### src/hw/rtl/sms_pkg.sv
// Package for the sparse matrix sign and dominance scan.
// Holds the payload types, the queue entry type, code constants and counter helpers.
// Used by every module of the block; depends on nothing.
`timescale 1ns / 1ps

package sms_pkg;

    localparam int unsigned MAX_DIM     = 65536;
    localparam int unsigned DIM_W       = 17;
    localparam int unsigned IDX_W       = 16;
    localparam int unsigned VAL_W       = 32;
    localparam int unsigned SUM_W       = 48;
    localparam int unsigned CNT17_W     = 17;
    localparam int unsigned CNT32_W     = 32;
    localparam int unsigned QUEUE_DEPTH = 4;
    localparam int unsigned QUEUE_AW    = $clog2(QUEUE_DEPTH);
    localparam int unsigned CFG_IDX_W   = 1;
    localparam int unsigned CFG_DATA_W  = 17;

    localparam logic [DIM_W-1:0] MAX_DIM_N = DIM_W'(MAX_DIM);

    localparam logic [CFG_IDX_W-1:0] CFG_DIMENSION = 1'd0;
    localparam logic [CFG_IDX_W-1:0] CFG_MODE      = 1'd1;

    localparam logic       KIND_ENTRY  = 1'b0;
    localparam logic       KIND_FINISH = 1'b1;

    localparam logic [1:0] MODE_AUTO      = 2'd0;
    localparam logic [1:0] MODE_FORCE_LAP = 2'd1;
    localparam logic [1:0] MODE_FORCE_ADJ = 2'd2;

    localparam logic [1:0] STATUS_OK        = 2'd0;
    localparam logic [1:0] STATUS_NOT_SYM   = 2'd1;
    localparam logic [1:0] STATUS_AMBIGUOUS = 2'd2;

    localparam logic       DECIDED_LAPLACIAN = 1'b0;
    localparam logic       DECIDED_ADJACENCY = 1'b1;

    localparam logic [1:0] WARN_NONE        = 2'd0;
    localparam logic [1:0] WARN_NO_POS_DIAG = 2'd1;
    localparam logic [1:0] WARN_NEG_WEIGHTS = 2'd2;

    typedef struct packed {
        logic                    kind;
        logic [IDX_W-1:0]        row_index;
        logic [IDX_W-1:0]        column_index;
        logic signed [VAL_W-1:0] entry_value;
        logic                    column_last;
    } in_item_t;

    typedef struct packed {
        logic [1:0]              status;
        logic                    decided_kind;
        logic [1:0]              warning;
        logic [CNT17_W-1:0]      positive_diagonals;
        logic [CNT32_W-1:0]      positive_offdiagonals;
        logic [CNT32_W-1:0]      negative_offdiagonals;
        logic [CNT17_W-1:0]      deficient_columns;
        logic [CNT17_W-1:0]      excess_columns;
        logic signed [SUM_W-1:0] worst_sum;
        logic [IDX_W-1:0]        worst_column;
    } out_item_t;

    // One classified item as it travels from the front to the back.
    typedef struct packed {
        logic                    finish;
        logic                    diag_positive;
        logic                    offdiag;
        logic                    off_positive;
        logic                    off_negative;
        logic                    upper;
        logic                    column_last;
        logic [IDX_W-1:0]        column_index;
        logic signed [VAL_W-1:0] entry_value;
    } class_item_t;

    typedef struct packed {
        logic full;
        logic empty;
    } queue_status_t;

    function automatic logic [CNT17_W-1:0] inc17(input logic [CNT17_W-1:0] c);
        inc17 = (c == {CNT17_W{1'b1}}) ? c : c + CNT17_W'(1);
    endfunction

    function automatic logic [CNT32_W-1:0] inc32(input logic [CNT32_W-1:0] c);
        inc32 = (c == {CNT32_W{1'b1}}) ? c : c + CNT32_W'(1);
    endfunction

endpackage

### src/hw/rtl/sms_front.sv
// Front stage of the scan: accepts input items and classifies each entry.
// Holds one classified item until the queue takes it. Depends on sms_pkg.
`timescale 1ns / 1ps

module sms_front (
    input  logic                  clk,
    input  logic                  rst_n,
    input  logic                  item_valid,
    output logic                  item_ready,
    input  sms_pkg::in_item_t     item,
    input  sms_pkg::queue_status_t q_status,
    output logic                  push,
    output sms_pkg::class_item_t  push_item
);
    import sms_pkg::*;

    logic        valid_reg;
    logic        valid_next;
    class_item_t item_reg;
    class_item_t item_next;
    logic        accept;
    logic        is_diag;

    assign push       = valid_reg && !q_status.full;
    assign item_ready = !valid_reg || !q_status.full;
    assign accept     = item_valid && item_ready;
    assign push_item  = item_reg;
    assign is_diag    = (item.row_index == item.column_index);

    always_comb
    begin
        item_next.finish        = (item.kind == KIND_FINISH);
        item_next.diag_positive = is_diag && (item.entry_value > 0);
        item_next.offdiag       = !is_diag;
        item_next.off_positive  = !is_diag && (item.entry_value > 0);
        item_next.off_negative  = !is_diag && (item.entry_value < 0);
        item_next.upper         = (item.row_index < item.column_index);
        item_next.column_last   = item.column_last;
        item_next.column_index  = item.column_index;
        item_next.entry_value   = item.entry_value;

        if (accept)
        begin
            valid_next = 1'b1;
        end
        else if (push)
        begin
            valid_next = 1'b0;
        end
        else
        begin
            valid_next = valid_reg;
        end
    end

    always_ff @(posedge clk or negedge rst_n)
    begin
        if (!rst_n)
        begin
            valid_reg <= 1'b0;
        end
        else
        begin
            valid_reg <= valid_next;
        end
    end

    always_ff @(posedge clk)
    begin
        if (accept)
        begin
            item_reg <= item_next;
        end
    end

endmodule

### src/hw/rtl/sms_queue.sv
// Short queue between the front and back stages of the scan.
// A small register array with read and write pointers. Depends on sms_pkg.
`timescale 1ns / 1ps

module sms_queue (
    input  logic                   clk,
    input  logic                   rst_n,
    input  logic                   push,
    input  sms_pkg::class_item_t   push_item,
    input  logic                   pop,
    output sms_pkg::class_item_t   pop_item,
    output sms_pkg::queue_status_t q_status
);
    import sms_pkg::*;

    class_item_t             mem [QUEUE_DEPTH];
    logic [QUEUE_AW-1:0]     wr_ptr_reg;
    logic [QUEUE_AW-1:0]     rd_ptr_reg;
    logic [QUEUE_AW:0]       count_reg;
    logic [QUEUE_AW:0]       count_next;
    logic                    do_push;
    logic                    do_pop;

    assign q_status.full  = (count_reg == (QUEUE_AW + 1)'(QUEUE_DEPTH));
    assign q_status.empty = (count_reg == '0);
    assign do_push        = push && !q_status.full;
    assign do_pop         = pop && !q_status.empty;
    assign pop_item       = mem[rd_ptr_reg];

    always_comb
    begin
        unique case ({do_push, do_pop})
            2'b10:   count_next = count_reg + (QUEUE_AW + 1)'(1);
            2'b01:   count_next = count_reg - (QUEUE_AW + 1)'(1);
            default: count_next = count_reg;
        endcase
    end

    always_ff @(posedge clk or negedge rst_n)
    begin
        if (!rst_n)
        begin
            wr_ptr_reg <= '0;
            rd_ptr_reg <= '0;
            count_reg  <= '0;
        end
        else
        begin
            count_reg <= count_next;
            if (do_push)
            begin
                wr_ptr_reg <= wr_ptr_reg + QUEUE_AW'(1);
            end
            if (do_pop)
            begin
                rd_ptr_reg <= rd_ptr_reg + QUEUE_AW'(1);
            end
        end
    end

    always_ff @(posedge clk)
    begin
        if (do_push)
        begin
            mem[wr_ptr_reg] <= push_item;
        end
    end

endmodule

### src/hw/rtl/sms_back.sv
// Back stage of the scan: keeps the column sum and all counts, and on a finish
// item classifies the matrix into the result register and clears. Depends on sms_pkg.
`timescale 1ns / 1ps

module sms_back (
    input  logic                         clk,
    input  logic                         rst_n,
    input  sms_pkg::queue_status_t       q_status,
    input  sms_pkg::class_item_t         pop_item,
    output logic                         pop,
    input  logic [sms_pkg::DIM_W-1:0]    dim_n,
    input  logic [1:0]                   mode,
    output logic                         result_valid,
    input  logic                         result_ready,
    output sms_pkg::out_item_t           result
);
    import sms_pkg::*;

    logic signed [SUM_W-1:0] column_sum_reg;
    logic signed [SUM_W-1:0] column_sum_next;
    logic [CNT17_W-1:0]      pos_diag_reg;
    logic [CNT17_W-1:0]      pos_diag_next;
    logic [CNT32_W-1:0]      off_total_reg;
    logic [CNT32_W-1:0]      off_total_next;
    logic [CNT32_W-1:0]      off_pos_reg;
    logic [CNT32_W-1:0]      off_pos_next;
    logic [CNT32_W-1:0]      off_neg_reg;
    logic [CNT32_W-1:0]      off_neg_next;
    logic [CNT32_W-1:0]      upper_reg;
    logic [CNT32_W-1:0]      upper_next;
    logic [CNT32_W-1:0]      lower_reg;
    logic [CNT32_W-1:0]      lower_next;
    logic [CNT17_W-1:0]      deficient_reg;
    logic [CNT17_W-1:0]      deficient_next;
    logic [CNT17_W-1:0]      excess_reg;
    logic [CNT17_W-1:0]      excess_next;
    logic signed [SUM_W-1:0] worst_reg;
    logic signed [SUM_W-1:0] worst_next;
    logic [IDX_W-1:0]        worst_idx_reg;
    logic [IDX_W-1:0]        worst_idx_next;
    logic                    result_valid_reg;
    logic                    result_valid_next;
    out_item_t               result_reg;
    out_item_t               result_next;
    logic signed [SUM_W:0]   sum_wide;
    logic signed [SUM_W-1:0] sum_sat;
    logic                    out_free;
    logic                    load_result;

    assign out_free     = !result_valid_reg || result_ready;
    assign pop          = !q_status.empty && (!pop_item.finish || out_free);
    assign load_result  = pop && pop_item.finish;
    assign result_valid = result_valid_reg;
    assign result       = result_reg;

    always_comb
    begin
        sum_wide = {column_sum_reg[SUM_W-1], column_sum_reg}
                   + (SUM_W + 1)'(pop_item.entry_value);
        if (sum_wide[SUM_W] != sum_wide[SUM_W-1])
        begin
            sum_sat = sum_wide[SUM_W] ? {1'b1, {(SUM_W - 1){1'b0}}}
                                      : {1'b0, {(SUM_W - 1){1'b1}}};
        end
        else
        begin
            sum_sat = sum_wide[SUM_W-1:0];
        end
    end

    always_comb
    begin
        column_sum_next = column_sum_reg;
        pos_diag_next   = pos_diag_reg;
        off_total_next  = off_total_reg;
        off_pos_next    = off_pos_reg;
        off_neg_next    = off_neg_reg;
        upper_next      = upper_reg;
        lower_next      = lower_reg;
        deficient_next  = deficient_reg;
        excess_next     = excess_reg;
        worst_next      = worst_reg;
        worst_idx_next  = worst_idx_reg;

        result_next.status                = STATUS_OK;
        result_next.decided_kind          = DECIDED_LAPLACIAN;
        result_next.warning               = WARN_NONE;
        result_next.positive_diagonals    = pos_diag_reg;
        result_next.positive_offdiagonals = off_pos_reg;
        result_next.negative_offdiagonals = off_neg_reg;
        result_next.deficient_columns     = deficient_reg;
        result_next.excess_columns        = excess_reg;
        result_next.worst_sum             = worst_reg;
        result_next.worst_column          = worst_idx_reg;

        priority if (off_total_reg != '0 && (upper_reg == '0 || lower_reg == '0))
        begin
            result_next.status = STATUS_NOT_SYM;
        end
        else if (mode == MODE_FORCE_LAP)
        begin
            if (pos_diag_reg == '0 && dim_n != '0)
            begin
                result_next.warning = WARN_NO_POS_DIAG;
            end
            else if (off_pos_reg != '0)
            begin
                result_next.warning = WARN_NEG_WEIGHTS;
            end
        end
        else if (mode == MODE_FORCE_ADJ)
        begin
            result_next.decided_kind = DECIDED_ADJACENCY;
        end
        else if (off_total_reg == '0 || off_pos_reg == '0)
        begin
            result_next.decided_kind = DECIDED_LAPLACIAN;
        end
        else if (off_neg_reg == '0)
        begin
            result_next.decided_kind = DECIDED_ADJACENCY;
        end
        else if (pos_diag_reg == dim_n)
        begin
            result_next.decided_kind = DECIDED_LAPLACIAN;
        end
        else
        begin
            result_next.status = STATUS_AMBIGUOUS;
        end

        if (pop && pop_item.finish)
        begin
            column_sum_next = '0;
            pos_diag_next   = '0;
            off_total_next  = '0;
            off_pos_next    = '0;
            off_neg_next    = '0;
            upper_next      = '0;
            lower_next      = '0;
            deficient_next  = '0;
            excess_next     = '0;
            worst_next      = '0;
            worst_idx_next  = '0;
        end
        else if (pop)
        begin
            if (pop_item.diag_positive)
            begin
                pos_diag_next = inc17(pos_diag_reg);
            end
            if (pop_item.offdiag)
            begin
                off_total_next = inc32(off_total_reg);
                if (pop_item.upper)
                begin
                    upper_next = inc32(upper_reg);
                end
                else
                begin
                    lower_next = inc32(lower_reg);
                end
            end
            if (pop_item.off_positive)
            begin
                off_pos_next = inc32(off_pos_reg);
            end
            if (pop_item.off_negative)
            begin
                off_neg_next = inc32(off_neg_reg);
            end
            if (pop_item.column_last)
            begin
                column_sum_next = '0;
                if (sum_sat < 0)
                begin
                    deficient_next = inc17(deficient_reg);
                    if (sum_sat < worst_reg)
                    begin
                        worst_next     = sum_sat;
                        worst_idx_next = pop_item.column_index;
                    end
                end
                else if (sum_sat > 0)
                begin
                    excess_next = inc17(excess_reg);
                end
            end
            else
            begin
                column_sum_next = sum_sat;
            end
        end

        if (load_result)
        begin
            result_valid_next = 1'b1;
        end
        else if (result_ready)
        begin
            result_valid_next = 1'b0;
        end
        else
        begin
            result_valid_next = result_valid_reg;
        end
    end

    always_ff @(posedge clk or negedge rst_n)
    begin
        if (!rst_n)
        begin
            column_sum_reg   <= '0;
            pos_diag_reg     <= '0;
            off_total_reg    <= '0;
            off_pos_reg      <= '0;
            off_neg_reg      <= '0;
            upper_reg        <= '0;
            lower_reg        <= '0;
            deficient_reg    <= '0;
            excess_reg       <= '0;
            worst_reg        <= '0;
            worst_idx_reg    <= '0;
            result_valid_reg <= 1'b0;
        end
        else
        begin
            column_sum_reg   <= column_sum_next;
            pos_diag_reg     <= pos_diag_next;
            off_total_reg    <= off_total_next;
            off_pos_reg      <= off_pos_next;
            off_neg_reg      <= off_neg_next;
            upper_reg        <= upper_next;
            lower_reg        <= lower_next;
            deficient_reg    <= deficient_next;
            excess_reg       <= excess_next;
            worst_reg        <= worst_next;
            worst_idx_reg    <= worst_idx_next;
            result_valid_reg <= result_valid_next;
        end
    end

    always_ff @(posedge clk)
    begin
        if (load_result)
        begin
            result_reg <= result_next;
        end
    end

endmodule

### src/hw/rtl/sparse_matrix_sign_dominance_scan.sv
// Top level of the sparse matrix sign and dominance scan.
// Holds the configuration registers and joins front, queue and back stages.
// Depends on sms_pkg, sms_front, sms_queue and sms_back.
//
// Matrix entries enter on the item channel in column-major order, the last
// entry of each column marked, one transfer per cycle with no gaps needed.
// Entries produce no result; a finish item produces one transfer on the
// result channel carrying the classification and the counts, and then
// clears every count and the running column sum.
// A finish item's result passes through the front register and the queue,
// and then sits in the back stage's result register until it transfers.
// Sustained throughput is one item per cycle, set by the single add and
// compare on the column sum, while no finish item waits on a stalled receiver.
// The configuration port writes dimension and requested mode; write them
// only while no item is in flight.
// Reset clears the configuration, all counts and the pipeline; no clearing
// pass is needed.
// When the receiver stalls, the result register holds its result, the back
// stage keeps draining entries up to the next finish item, and the
// four-entry queue and the front register absorb items before item_ready drops.
`timescale 1ns / 1ps

module sparse_matrix_sign_dominance_scan (
    input  logic                            clk,
    input  logic                            rst_n,
    input  logic                            cfg_we,
    input  logic [sms_pkg::CFG_IDX_W-1:0]   cfg_index,
    input  logic [sms_pkg::CFG_DATA_W-1:0]  cfg_data,
    input  logic                            item_valid,
    output logic                            item_ready,
    input  sms_pkg::in_item_t               item,
    output logic                            result_valid,
    input  logic                            result_ready,
    output sms_pkg::out_item_t              result
);
    import sms_pkg::*;

    logic [DIM_W-1:0] dimension_reg;
    logic [1:0]       mode_reg;
    logic [DIM_W-1:0] dim_n;
    queue_status_t    q_status;
    logic             push;
    logic             pop;
    class_item_t      push_item;
    class_item_t      pop_item;

    assign dim_n = (dimension_reg > MAX_DIM_N) ? MAX_DIM_N : dimension_reg;

    always_ff @(posedge clk or negedge rst_n)
    begin
        if (!rst_n)
        begin
            dimension_reg <= '0;
            mode_reg      <= MODE_AUTO;
        end
        else if (cfg_we)
        begin
            unique case (cfg_index)
                CFG_DIMENSION: dimension_reg <= cfg_data[DIM_W-1:0];
                CFG_MODE:      mode_reg      <= cfg_data[1:0];
                default:       mode_reg      <= mode_reg;
            endcase
        end
    end

    sms_front u_front (
        .clk        (clk),
        .rst_n      (rst_n),
        .item_valid (item_valid),
        .item_ready (item_ready),
        .item       (item),
        .q_status   (q_status),
        .push       (push),
        .push_item  (push_item)
    );

    sms_queue u_queue (
        .clk       (clk),
        .rst_n     (rst_n),
        .push      (push),
        .push_item (push_item),
        .pop       (pop),
        .pop_item  (pop_item),
        .q_status  (q_status)
    );

    sms_back u_back (
        .clk          (clk),
        .rst_n        (rst_n),
        .q_status     (q_status),
        .pop_item     (pop_item),
        .pop          (pop),
        .dim_n        (dim_n),
        .mode         (mode_reg),
        .result_valid (result_valid),
        .result_ready (result_ready),
        .result       (result)
    );

endmodule
### config.mk
export PLATFORM = sky130hd
export DESIGN_NAME = sparse_matrix_sign_dominance_scan
export DESIGN_NICKNAME = d
export VERILOG_FILES = /design/src/hw/rtl/sms_pkg.sv /design/src/hw/rtl/sms_front.sv /design/src/hw/rtl/sms_queue.sv /design/src/hw/rtl/sms_back.sv /design/src/hw/rtl/sparse_matrix_sign_dominance_scan.sv
export SDC_FILE = /design/constraint.sdc
export NUM_CORES = 1
export LEC_CHECK = 0
export ABC_AREA = 1
export BUFFER_PORTS_ARGS = -buffer_cell sky130_fd_sc_hd__clkbuf_2
export CORE_MARGIN = 1
export CORE_UTILIZATION = 60
export CTS_BUF_LIST = sky130_fd_sc_hd__clkbuf_2 sky130_fd_sc_hd__clkbuf_4 sky130_fd_sc_hd__clkbuf_8
export CTS_CLUSTER_SIZE = 14
export DETAILED_ROUTE_END_ITERATION = 10
export PLACE_DENSITY = 0.85
export SYNTH_ARGS = -nofsm -noshare
export SYNTH_HDL_FRONTEND = slang
export SYNTH_HIERARCHICAL = 1
export SYNTH_SLANG_ARGS = --single-unit
export TNS_END_PERCENT = 20
### constraint.sdc
create_clock -name clk -period 8.5 [get_ports clk]
set_clock_uncertainty 0.05 [all_clocks]
set_input_delay 1.7 -clock clk [delete_from_list [all_inputs] [get_ports clk]]
set_output_delay 1.7 -clock clk [all_outputs]
set_load 0.05 [all_outputs]
==> metrics.txt <==
# TYPE chip_impl_metric gauge
chip_impl_metric{name="design.final.nets",unit=""} 4739
chip_impl_metric{name="n_fill_cell",unit=""} 4785
chip_impl_metric{name="firstDrtPassIters",unit=""} 5
chip_impl_metric{name="tritoncts.num_buffers",unit=""} 131
chip_impl_metric{name="initial_utilization",unit="%"} 61.1
chip_impl_metric{name="place_area",unit="sq mm"} 0.0416
chip_impl_info{name="setup.worst_path.end_class",value="flop"} 1
chip_impl_metric{name="yosys_warnings",unit=""} 6
chip_impl_metric{name="ffs_latches_synth",unit=""} 810
chip_impl_metric{name="fp-row-count",unit=""} 93
chip_impl_info{name="cts_tree",value="built"} 1
chip_impl_metric{name="worst_pin_slew",unit="ps"} 1080
chip_impl_info{name="setup.worst_path.start_class",value="flop"} 1
chip_impl_metric{name="port_buffers",unit=""} 274
chip_impl_metric{name="syn_avg_cell_area",unit="sq um"} 9.41
chip_impl_metric{name="chipHeight",unit="microns"} 259
chip_impl_metric{name="grt_antenna_before_repair",unit=""} 4
chip_impl_metric{name="final_core_util",unit="%"} 68.6
chip_impl_metric{name="number_of_global_route_vias_before_repair",unit=""} 29996
chip_impl_metric{name="routed-via-count",unit=""} 31045
chip_impl_metric{name="postCtsHoldBufs",unit=""} 0
chip_impl_metric{name="synth_area",unit="sq mm"} 0.0396
chip_impl_metric{name="critPathMaxFanout",unit=""} 120
chip_impl_metric{name="drt_iter0_drc",unit=""} 3070
chip_impl_metric{name="clkTransAtPathRegs",unit="ps"} 60
chip_impl_metric{name="rr_worst_depth",unit=""} 32
chip_impl_metric{name="detail_route.vias_per_cell",unit=""} 5.67
chip_impl_metric{name="fp.dieW",unit="microns"} 259
chip_impl_metric{name="ioPinCount",unit=""} 275
chip_impl_metric{name="timing.slew.headroom",unit="%"} 28.3
chip_impl_info{name="rsz0062_at_grt",value="false"} 1
chip_impl_metric{name="h-tree-depth",unit=""} 4
chip_impl_metric{name="synth.top_cell.area_share",unit="%"} 34.8
chip_impl_metric{name="cpPeakStageDelay",unit="ps"} 610
chip_impl_metric{name="dpl.hpwl",unit="microns"} 65100
chip_impl_metric{name="tritoncts_num_sinks",unit=""} 810
chip_impl_metric{name="syn-instance-count",unit=""} 4205
chip_impl_metric{name="fin_setup_tns",unit="ps"} 0
chip_impl_metric{name="synth_fp_nets",unit=""} 4429
chip_impl_metric{name="fp.dieArea",unit="sq mm"} 0.0670
chip_impl_metric{name="postRouteAntennaNets",unit=""} 0
chip_impl_info{name="crit_type",value="flop to flop"} 1
chip_impl_metric{name="timing.final.max_slew_violations",unit=""} 0
chip_impl_metric{name="ys_async_sr_fraction",unit="%"} 43.3
chip_impl_info{name="synth_largest_area_cell",value="sky130_fd_sc_hd__edfxtp_1"} 1
chip_impl_metric{name="final_min_period_over_clock_period",unit="%"} 93.4
chip_impl_metric{name="final-setup-viol-count",unit=""} 0
chip_impl_metric{name="yosysUniqueCellTypes",unit=""} 62
chip_impl_metric{name="route.detailed.wl_per_inst",unit="microns"} 17.4
chip_impl_metric{name="grtUsageTotal",unit="%"} 28.7
chip_impl_metric{name="floorplan.core_area",unit="sq mm"} 0.0648
chip_impl_metric{name="fin_area",unit="sq mm"} 0.0445
chip_impl_metric{name="worstSkewPairLatency",unit="ps"} 790
chip_impl_metric{name="areaGrowthSynthToFinish",unit="%"} 12.4
chip_impl_info{name="cpMostUsedCell",value="sky130_fd_sc_hd__nand2_1"} 1
chip_impl_metric{name="critical_path_required",unit="ps"} 9110
chip_impl_info{name="timing.critical_path.slowest_stage_cell",value="sky130_fd_sc_hd__a2111oi_0"} 1
chip_impl_metric{name="timing.hold.worst_path_depth",unit=""} 0
chip_impl_metric{name="max_cap_viol_count",unit=""} 0
chip_impl_metric{name="register_area",unit="sq mm"} 0.0226
chip_impl_metric{name="synth.yosys.seq_area_share",unit="%"} 57.0
chip_impl_metric{name="crit_arrival",unit="ps"} 8550
chip_impl_metric{name="grt_overflow",unit=""} 0
chip_impl_metric{name="max_freq",unit="GHz"} 0.126
chip_impl_metric{name="final_layout_size_suffix_gt1_share",unit="%"} 13.5
chip_impl_metric{name="max-clock-path-buffers",unit=""} 3
chip_impl_metric{name="grt_start_max_net_pins",unit=""} 129
chip_impl_info{name="cts_root_buf",value="sky130_fd_sc_hd__clkbuf_8"} 1
chip_impl_metric{name="gp_congestion",unit=""} 0.990
chip_impl_info{name="yosys_most_used_dff",value="sky130_fd_sc_hd__edfxtp_1"} 1
chip_impl_metric{name="synth-edff-count",unit=""} 459
chip_impl_info{name="status",value="finished clean"} 1
chip_impl_info{name="hp-class",value="flop to flop"} 1
chip_impl_metric{name="largest_register_ffs",unit=""} 220
chip_impl_metric{name="route.detailed.drc",unit=""} 0
chip_impl_metric{name="grt_pass1_wl",unit="microns"} 152000
chip_impl_info{name="yosys-top-cells-area",value="sky130_fd_sc_hd__edfxtp_1, sky130_fd_sc_hd__dfrtp_1, sky130_fd_sc_hd__nand2_1"} 1
chip_impl_metric{name="route.final.wire_length",unit="microns"} 95200
chip_impl_metric{name="timing.final.crit_period",unit="ps"} 7940
chip_impl_metric{name="multiInputGateArea",unit="sq mm"} 0.0139
chip_impl_metric{name="final_hold_fails",unit=""} 0
-- cells by family after synthesis --
| group | share of synthesized area (%) |
|---|---|
| AND/OR/NAND/NOR | 19.4 |
| flip-flops | 57.0 |
| AO/OA/AOI/OAI | 9.89 |
| adder cells (fa/ha/maj) | 4.31 |
| XOR/XNOR | 1.37 |
| multiplexers | 0.0285 |
| buffers and inverters | 7.97 |
-- cells in the final DEF, fill, tap and decap left out, types with 12 or more instances in the layout --
| cell type | synthesis | routed |
|---|---|---|
| sky130_fd_sc_hd__inv_1 | 629 | 629 |
| sky130_fd_sc_hd__clkbuf_8 | 0 | 145 |
| sky130_fd_sc_hd__nor2_1 | 365 | 361 |
| sky130_fd_sc_hd__clkbuf_4 | 0 | 51 |
| sky130_fd_sc_hd__clkbuf_2 | 0 | 273 |
| sky130_fd_sc_hd__a211oi_1 | 21 | 21 |
| sky130_fd_sc_hd__a21oi_2 | 16 | 16 |
| sky130_fd_sc_hd__edfxtp_1 | 459 | 459 |
| sky130_fd_sc_hd__o211ai_1 | 110 | 110 |
| sky130_fd_sc_hd__buf_4 | 2 | 26 |
| sky130_fd_sc_hd__o21ai_0 | 192 | 192 |
| sky130_fd_sc_hd__xnor2_1 | 25 | 25 |
| sky130_fd_sc_hd__inv_2 | 14 | 13 |
| sky130_fd_sc_hd__clkinv_2 | 1 | 12 |
| sky130_fd_sc_hd__nor3_1 | 111 | 111 |
| sky130_fd_sc_hd__dfrtp_1 | 351 | 350 |
| sky130_fd_sc_hd__a21oi_1 | 264 | 263 |
| sky130_fd_sc_hd__xor2_1 | 37 | 37 |
| sky130_fd_sc_hd__ha_1 | 133 | 133 |
| sky130_fd_sc_hd__nor4_1 | 81 | 81 |
| sky130_fd_sc_hd__nand3_1 | 242 | 242 |
| sky130_fd_sc_hd__nand4_1 | 78 | 78 |
| sky130_fd_sc_hd__nand2_1 | 823 | 822 |
-- area by class of cell --
| type | instances | share of cell area (%) |
|---|---|---|
| Antenna cell | 2 | 0.0113 |
| Clock buffer | 196 | 5.35 |
| Timing Repair Buffer | 303 | 3.68 |
| Multi-Input combinational cell | 2623 | 31.3 |
| Inverter | 646 | 5.51 |
| Tap cell | 855 | 2.41 |
| Sequential cell | 810 | 50.7 |
| Clock inverter | 44 | 1.04 |
-- per-layer routing --
metal / global-route usage [%] / wire length [microns] / part of all wire (%) / up-vias
li1: - / - / - / 14861
met2: 45.7 / 44500 / 47 / 1342
met5: 0 / 0 / 0 / -
met4: 10.9 / 2710 / 2.8 / 0
met1: 39.1 / 40800 / 43 / 14633
met3: 5.52 / 7220 / 7.6 / 209
-- synth_stat cells (33+ instances only) --
cell / n
sky130_fd_sc_hd__xor2_1: 37
sky130_fd_sc_hd__dfrtp_1: 351
sky130_fd_sc_hd__nand4_1: 78
sky130_fd_sc_hd__inv_1: 629
sky130_fd_sc_hd__clkbuf_1: 58
sky130_fd_sc_hd__nor2_1: 365
sky130_fd_sc_hd__o211ai_1: 110
sky130_fd_sc_hd__buf_2: 33
sky130_fd_sc_hd__ha_1: 133
sky130_fd_sc_hd__nor4_1: 81
sky130_fd_sc_hd__a21oi_1: 264
sky130_fd_sc_hd__nor3_1: 111
sky130_fd_sc_hd__nand3_1: 242
sky130_fd_sc_hd__nand2_1: 823
sky130_fd_sc_hd__o21ai_0: 192
sky130_fd_sc_hd__edfxtp_1: 459
-- what timing repair did --
item	in CTS	in global routing
buffers inserted	0	0
gates resized for setup	0	1
setup endpoints to repair	0	4
-- worst paths after layout --
path / from / end / slack, ps
worst min-delay path: u_back/worst_reg[47] / u_back/result[63] / 400
worst max register to register: u_queue/rd_ptr_reg[0] / u_back/worst_reg[17] / 560
worst max-delay path: u_queue/rd_ptr_reg[0] / u_back/worst_reg[17] / 560
min in group asynchronous: rst_n / u_back/off_neg_reg[11] / 910
worst min register to register: u_back/worst_reg[47] / u_back/result[63] / 400
max in group asynchronous: rst_n / u_queue/rd_ptr_reg[1] / 5880
-- critical path, delay by kind of cell (launching register included) --
kind,cells,cell delay [ps]
fa+ha+maj,2,690
buf+inv,4,1970
simple gates,18,2500
compound gates,8,2080
flops,1,390
-- metrics by stage --
stage | worst slack, ps | std cells | hold slack, ps
4_1_cts | 813 | 5477 | 401
3_3_place_gp | 1080 | 5237 | 381
6_report | 560 | 5479 | 396
3_5_place_dp | 819 | 5237 | 385
5_1_grt | 6.74 | 5479 | 411
2_1_floorplan | 241 | 4205 | 373
Power is not shown: default switching activity piles up to over one toggle a cycle in this logic, so the estimate is an artifact.
